`config.mk`:
```
export PLATFORM = sky130hd
export DESIGN_NAME = krst_cell
export DESIGN_NICKNAME = d
export VERILOG_FILES = /design/src/rtl/core/assert_macros.svh /design/src/rtl/core/krst_pkg.sv /design/src/rtl/core/krst_cell.sv
export SDC_FILE = /design/constraint.sdc
export NUM_CORES = 1
export LEC_CHECK = 0
export BUFFER_PORTS_ARGS = -buffer_cell sky130_fd_sc_hd__buf_2
export CORE_AREA = 10 10 341 343
export DETAILED_ROUTE_END_ITERATION = 7
export DIE_AREA = 0 0 351 353
export PLACE_DENSITY = 0.49
export SLEW_MARGIN = 40
export SYNTH_ARGS = -nofsm -noshare
export SYNTH_HDL_FRONTEND = slang
export SYNTH_SLANG_ARGS = --single-unit
```
`constraint.sdc`:
```
create_clock -name clk_i -period 5.8 [get_ports clk_i]
set_clock_uncertainty 0.05 [all_clocks]
set_input_delay 0.29 -clock clk_i [delete_from_list [all_inputs] [get_ports clk_i]]
set_output_delay 0.29 -clock clk_i [all_outputs]
set_load 0.005 [all_outputs]
```
`src/rtl/core/assert_macros.svh`:
```
// Concurrent assertion helpers shared by the RTL.
`ifndef ASSERT_MACROS_SVH
`define ASSERT_MACROS_SVH

// The condition holds at every clock edge outside reset.
`define ASSERT_ALWAYS(label, clk, rst_n, cond) \
  label: assert property (@(posedge clk) disable iff (!rst_n) (cond)) \
    else $error("assertion failed");

// The antecedent in one cycle implies the consequent in the next.
`define ASSERT_NEXT(label, clk, rst_n, ante, cons) \
  label: assert property (@(posedge clk) disable iff (!rst_n) (ante) |=> (cons)) \
    else $error("assertion failed");

// The antecedent implies the consequent in the same cycle.
`define ASSERT_IMPLIES(label, clk, rst_n, ante, cons) \
  label: assert property (@(posedge clk) disable iff (!rst_n) (ante) |-> (cons)) \
    else $error("assertion failed");

`endif

```
`src/rtl/core/krst_pkg.sv`:
```
package krst_pkg;

  localparam int unsigned TABLE_ENTRIES = 32;
  localparam int unsigned IDX_W = $clog2(TABLE_ENTRIES);
  localparam int unsigned CNT_W = $clog2(TABLE_ENTRIES + 1);

  localparam int unsigned KEY_W   = 64;
  localparam int unsigned DUR_W   = 32;
  localparam int unsigned COUNT_W = 32;
  localparam int unsigned SUM_W   = 48;
  localparam int unsigned POS_W   = 5;
  localparam int unsigned USED_W  = 6;
  localparam int unsigned STAT_W  = 2;

  localparam int unsigned IN_DATA_W  = 128;
  localparam int unsigned OUT_DATA_W = 208;

  localparam logic [STAT_W-1:0] ST_UPDATED  = 2'd0;
  localparam logic [STAT_W-1:0] ST_INSERTED = 2'd1;
  localparam logic [STAT_W-1:0] ST_DROPPED  = 2'd2;

  typedef struct packed {
    logic [KEY_W-1:0]   key;
    logic [COUNT_W-1:0] count;
    logic [SUM_W-1:0]   parse_sum;
    logic [SUM_W-1:0]   process_sum;
    logic [DUR_W-1:0]   parse_peak;
    logic [DUR_W-1:0]   process_peak;
  } krst_entry_t;

  // The key sits in the lowest bits, as on the request bus.
  typedef struct packed {
    logic [DUR_W-1:0] process_dur;
    logic [DUR_W-1:0] parse_dur;
    logic [KEY_W-1:0] key;
  } krst_req_t;

  typedef struct packed {
    logic cmp_en;
    logic upd_en;
    logic hit;
    logic full;
  } krst_ctrl_t;

  function automatic logic [SUM_W-1:0] sat_sum(input logic [SUM_W-1:0] a,
                                               input logic [DUR_W-1:0] b);
    logic [SUM_W:0] s;
    s = {1'b0, a} + {{(SUM_W + 1 - DUR_W){1'b0}}, b};
    return s[SUM_W] ? {SUM_W{1'b1}} : s[SUM_W-1:0];
  endfunction

endpackage

```
`src/rtl/core/krst_cell.sv`:
```
module krst_cell
  import krst_pkg::*;
(
  input  logic        clk_i,
  input  logic        rst_ni,
  input  krst_ctrl_t  ctrl_i,
  input  krst_req_t   req_i,
  input  logic        valid_i,
  input  logic        prev_lt_i,
  input  krst_entry_t prev_entry_i,
  output logic        lt_o,
  output logic        eq_o,
  output logic        sel_o,
  output krst_entry_t entry_o,
  output krst_entry_t masked_o
);

  logic        lt_q, lt_d, eq_q, eq_d, sel_q, sel_d;
  krst_entry_t entry_q, entry_d, bumped, fresh;
  logic        do_upd, do_ins, do_shift;

  always_comb begin
    bumped = entry_q;
    bumped.count = (&entry_q.count) ? entry_q.count : entry_q.count + 1'b1;
    bumped.parse_sum = sat_sum(entry_q.parse_sum, req_i.parse_dur);
    bumped.process_sum = sat_sum(entry_q.process_sum, req_i.process_dur);
    if (req_i.parse_dur > entry_q.parse_peak) begin
      bumped.parse_peak = req_i.parse_dur;
    end
    if (req_i.process_dur > entry_q.process_peak) begin
      bumped.process_peak = req_i.process_dur;
    end

    fresh.key = req_i.key;
    fresh.count = COUNT_W'(1);
    fresh.parse_sum = {{(SUM_W - DUR_W){1'b0}}, req_i.parse_dur};
    fresh.process_sum = {{(SUM_W - DUR_W){1'b0}}, req_i.process_dur};
    fresh.parse_peak = req_i.parse_dur;
    fresh.process_peak = req_i.process_dur;
  end

  // The insertion point is the first cell whose key is not below the request.
  assign do_upd   = ctrl_i.upd_en && ctrl_i.hit && eq_q;
  assign do_ins   = ctrl_i.upd_en && !ctrl_i.hit && !ctrl_i.full && !lt_q && prev_lt_i;
  assign do_shift = ctrl_i.upd_en && !ctrl_i.hit && !ctrl_i.full && !prev_lt_i;

  always_comb begin
    lt_d = lt_q;
    eq_d = eq_q;
    sel_d = sel_q;
    entry_d = entry_q;
    if (ctrl_i.cmp_en) begin
      lt_d = valid_i && (entry_q.key < req_i.key);
      eq_d = valid_i && (entry_q.key == req_i.key);
    end
    if (ctrl_i.upd_en) begin
      sel_d = do_upd || do_ins;
    end
    if (do_upd) begin
      entry_d = bumped;
    end else if (do_ins) begin
      entry_d = fresh;
    end else if (do_shift) begin
      entry_d = prev_entry_i;
    end
  end

  always_ff @(posedge clk_i or negedge rst_ni) begin
    if (!rst_ni) begin
      lt_q <= 1'b0;
      eq_q <= 1'b0;
      sel_q <= 1'b0;
    end else begin
      lt_q <= lt_d;
      eq_q <= eq_d;
      sel_q <= sel_d;
    end
  end

  always_ff @(posedge clk_i) begin
    entry_q <= entry_d;
  end

  assign lt_o = lt_q;
  assign eq_o = eq_q;
  assign sel_o = sel_q;
  assign entry_o = entry_q;
  assign masked_o = sel_q ? entry_q : '0;

endmodule

```
Word-level counts from Yosys, hierarchy flattened
Cells that the tools add are included.

Bits in registers: 259. Output and inout bits: 515. Logic and storage cells: 50.

$add $sub $neg: 3. $lt $le $gt $ge: 3. Eq/ne operators: 4. Mux-type cells: 9. Bitwise logic cells: 1. Reductions and logical operators: 21.

Operators by type and width (number): $mux W256 (3); $mux W192 (1); $add A48 B32 Y49 (2); $mux W32 (3); $mux W48 (2); $eq A64 B64 Y1 (1); $gt A32 B32 Y1 (2); $lt A64 B64 Y1 (1); $add A32 B1 Y32 const B (1); $reduce_and A32 Y1 (1); $logic_and A1 B1 Y1 (9); $reduce_and A2 Y1 (4); $logic_not A1 Y1 (4); $ne A2 B1 Y1 const B (2); $reduce_bool A3 Y1 (1); $ne A2 B2 Y1 const B (1); $reduce_bool A2 Y1 (1); $logic_or A1 B1 Y1 (1); $not A1 Y1 (1).

Longest topological paths before layout
Depth in word-level cells: 7. Gate-level depth with buffers: 13.

Worst setup path after synthesis
No wires, ideal clock.

Kind: register -> register. From: register eq_q (netlist: eq_o). To: register entry_q (netlist bit entry_o[160]), enable pin. Setup time: 0.394 ns. Arrival time: 4.308 ns. Path slack: 1.048 ns. Cell stages (with the launch flop): 7. Buffers on the path: 3. Period minus slack after synthesis: 4.752 ns. Cell sequence: dfrtp_1 -> nand3_1 -> clkbuf_1 -> buf_1 -> clkbuf_1 -> nand2_1 -> o31a_1.

Longest elaborated chain between the ends: 3.

Ends and longest elaborated chain: start: declaration (RTL line krst_cell.sv:18) `logic lt_q, lt_d, eq_q, eq_d, sel_q, sel_d;`; start signal: assignment (RTL line krst_cell.sv:75) `eq_q <= eq_d;`; $logic_and A1 B1 Y1 * (RTL line krst_cell.sv:43) `assign do_upd = ctrl_i.upd_en && ctrl_i.hit && eq_q;`; $ne A2 B2 Y1 (no line) or $reduce_bool A3 Y1 (tied branches); $reduce_and A2 Y1 (no line) *; end signal: assignment (RTL line krst_cell.sv:81) `entry_q <= entry_d;`; end: declaration (RTL line krst_cell.sv:19) `krst_entry_t entry_q, entry_d, bumped, fresh;`.

Every way passes the cells marked *; elsewhere a longest branch is shown, timed or not. A chain may end at the register's enable or synchronous reset.

Worst setup path in the final report
From: register entry_q (netlist bit entry_o[61]). To: register entry_q (netlist bit entry_o[34]), enable pin.

Longest elaborated chain between the ends: 3.

Ends and longest elaborated chain: $gt A32 B32 Y1 (RTL line krst_cell.sv:27) `if (req_i.parse_dur > entry_q.parse_peak) begin`; $ne A2 B1 Y1 (no line); $reduce_and A2 Y1 (no line).

Every way passes these cells.

==> results by group <==
Setup path
  – Critical Path End Type: flip-flop
  – CP Launch Point: entry_o[61]
  – Crit path kind: flip-flop to flip-flop
  – CP max stage delay: 0.66 ns
  – Worst path bufs/invs: 2
  – Critical-path cell list: inv_1, ha_1, nand4_1, or3_1, nor3_1, nor3b_1, nand2_1, a21oi_1, nor3_1, a22oi_2, buf_4
  – Slowest CP cell: a21oi_1
  – Crit-path leading delay family: simple AND/OR/NAND/NOR gates
  – RR Startpoint: entry_o[61]
  – CP dominant cell by count: nor3_1
  – Worst endpoint data arrival time: 4.72 ns
  – CP required: 5.96 ns
  – Nature of the critical path startpoint: flip-flop
  – Crit Path Max Fanout: 32

Timing
  – Setup_tns: 0 ns
  – Worst slew margin: 46.8%
  – Final setup viols: 0
  – Final Hold Fails: 0
  – Final cycle utilization of the critical path: 78.6%
  – Crit path time final: 4.56 ns
  – Fmax: 219 MHz
  – Setup ws final: 1.24 ns
  – RSZ-0062 raised after global routing: false
  – Smallest hold slack: 0.0532 ns
  – Pins Over Slew Limit: 0
  – Worst slew pin tran: 0.798 ns

Clock network
  – Cts hold-fix bufs: 225
  – Clock transition at path regs: 0.06 ns
  – Clk_lat worst skew: 0.57 ns
  – Root Driver: clkbuf_16
  – CTS max path bufs: 3
  – Total clock buffers created by CTS: 37
  – PostCTS Resize Cnt: 0
  – CTS tree: yes
  – CTS sink count: 259
  – Htree depth: 2
  – Post-CTS Setup Bufs: 0

Synthesis
  – Synth Cell Area: 20700 µm²
  – Unique masters post-synth: 72
  – Syn Inst Count: 2302
  – Sequential share of the synthesized area: 37.5%
  – #FFs+latches synth: 259
  – Share of the synthesized area in the top cell type: 37.1%
  – Largest cells by area after synthesis: edfxtp_1 (37%), ha_1 (12%), and2_1 (5.9%), nand2_1 (4.7%), o21ai_0 (4.2%)
  – Syn Area/Cell: 8.99 µm²
  – Synth Flop Type: edfxtp_1
  – Dominant cell type by area after synthesis: edfxtp_1
  – YS warnings: 0
  – Post-synth EDFFs: 256
  – Asr flop ratio synth: 1.16%
  – Syn Nets: 2889

Global route
  – Vias in the first global route: 23190
  – First-pass GRT wire length: 170000 µm
  – Largest net degree at the start of global routing: 98
  – Total global routing overflow: 0
  – All-Layer GR Usage: 18.7%
  – Initial antenna violation count: 50

Finish
  – Layout cells sized above 1: 31.6%
  – Most frequent cells in the layout: buf_2 (906), nand2_1 (259), edfxtp_1 (256)
  – Area grow syn2layout: 46.6%
  – Layout Nets: 3974
  – Layout Cells excl Fill: 4862
  – Design area: 30300 µm²
  – Most common cell after layout, fill and taps aside: buf_2

Floorplanning
  – Starting density of the core: 18.9%
  – Row count: 122
  – Die Y: 353 µm
  – IO Count: 907
  – Die width: 351 µm
  – DIE AREA: 124000 µm²
  – Core Box Area: 110000 µm²

Placement
  – Hpwl dp: 100000 µm
  – Port Buffers: 906
  – Placed inst area: 26900 µm²
  – RD Place Congestion: 0.933
  – Placed insts: 4549
  – Pre-CTS setup slack: 1.41 ns

Pwr
  – Static leakage power: 14.3 nW
  – Pwr per Cell Area: 188 nW/µm²
  – Maximum VDD drop: 0.000142 V

Route
  – Drt wl/cell: 25.2 µm
  – Drc violations: 0
  – Vias/cell: 4.60
  – Drt first-iter violations: 1430
  – Post-route ant nets: 0
  – Via count: 22350
  – Drt total wl: 122000 µm
  – First-pass DRT Iterations: 5

Run
  – Max cap viols: 0

Outcome
  – Status: finished clean

Hold path
  – Worst min-delay path startpoint: prev_entry_i[7]
  – Min-delay worst type: input port to flip-flop
==> kinds of logic after synthesis <==
kind of cell             Yosys count  synth area share [%]
AO/OA/AOI/OAI                    555                  16.9
XOR/XNOR                          93                  3.94
adder cells (fa/ha/maj)          195                  11.9
buffers and inverters            269                  5.00
flip-flops                       259                  37.5
multiplexers                      89                  4.68
AND/OR/NAND/NOR                  842                  20.1
==> final cells by class <==
| type | instances | area, µm² |
|---|---|---|
| diodes | 22 | 55.1 |
| clock buffers | 48 | 1010 |
| clock inverters | 18 | 109 |
| fillers | 11867 | 79400 |
| inverters | 156 | 587 |
| multi-input cells | 1774 | 12000 |
| flip-flops and latches | 259 | 7770 |
| well taps | 1426 | 1780 |
| repair buffers | 1159 | 7050 |
==> sequential cells by signal, summed over array words and instances (netlist names) <==
| register | flops |
|---|---|
| entry_o | 256 |
| eq_o | 1 |
| lt_o | 1 |
| sel_o | 1 |
==> cells in the mapped netlist, drive strengths merged, types with 11 or more instances <==
cell type  count
a211oi        11
a21o          84
a21oi        106
a22oi         12
a31oi         57
and2         196
and3          32
buf           15
clkbuf        98
edfxtp       256
ha           193
inv          156
mux2          62
mux2i         27
nand2        260
nand3         77
nand4         38
nor2         137
nor2b         19
nor3          48
o211ai        12
o21a          14
o21ai        187
xnor2         52
xor2          41
==> final timing paths <==
check                                    to  slack, ns  cells past startpoint
worst max-delay path            entry_o[34]       1.24                     11
worst min-delay path             entry_o[7]       0.05                      2
worst max register to register  entry_o[34]       1.24                     11
worst min register to register         eq_o       0.60                      2
max in group asynchronous             sel_o       5.47                      2
min in group asynchronous              lt_o       0.10                      2
==> worst reg2reg max path, stage by stage, from the launching register on <==
cell and delay [ns]:
edfxtp_1 0.40, inv_1 0.13, ha_1 0.31, nand4_1 0.07
or3_1 0.42, nor3_1 0.51, nor3b_1 0.45, nand2_1 0.24
a21oi_1 0.66, nor3_1 0.24, a22oi_2 0.23, buf_4 0.47
==> metrics by stage <==
step / util [%] / total power [mW]
after floorplan: - / 2.82
after global placement: 24.5 / 3.38
after detailed placement: 24.5 / 3.39
after CTS: 27.6 / 5.82
after global routing: 27.6 / 6.01
final: 27.6 / 5.71
==> per-layer routing <==
| layer | global-route usage [%] | vias up | part of all wire (%) |
|---|---|---|---|
| li1 | - | 10480 | - |
| met1 | 21.4 | 10822 | 39 |
| met2 | 33.4 | 880 | 50 |
| met3 | 5.58 | 148 | 8.2 |
| met4 | 5.05 | 20 | 2.4 |
| met5 | 0 | - | 0.11 |
==> power by group <==
part | total [mW] | internal (mW) | leakage, nW | switching [mW]
Sequential | 2.22 | 2.14 | 2.38 | 0.0781
Clock | 2.24 | 1.27 | 0.545 | 0.968
Combinational | 1.26 | 0.582 | 11.4 | 0.681
Note: power is estimated with default switching activity, not from simulation.
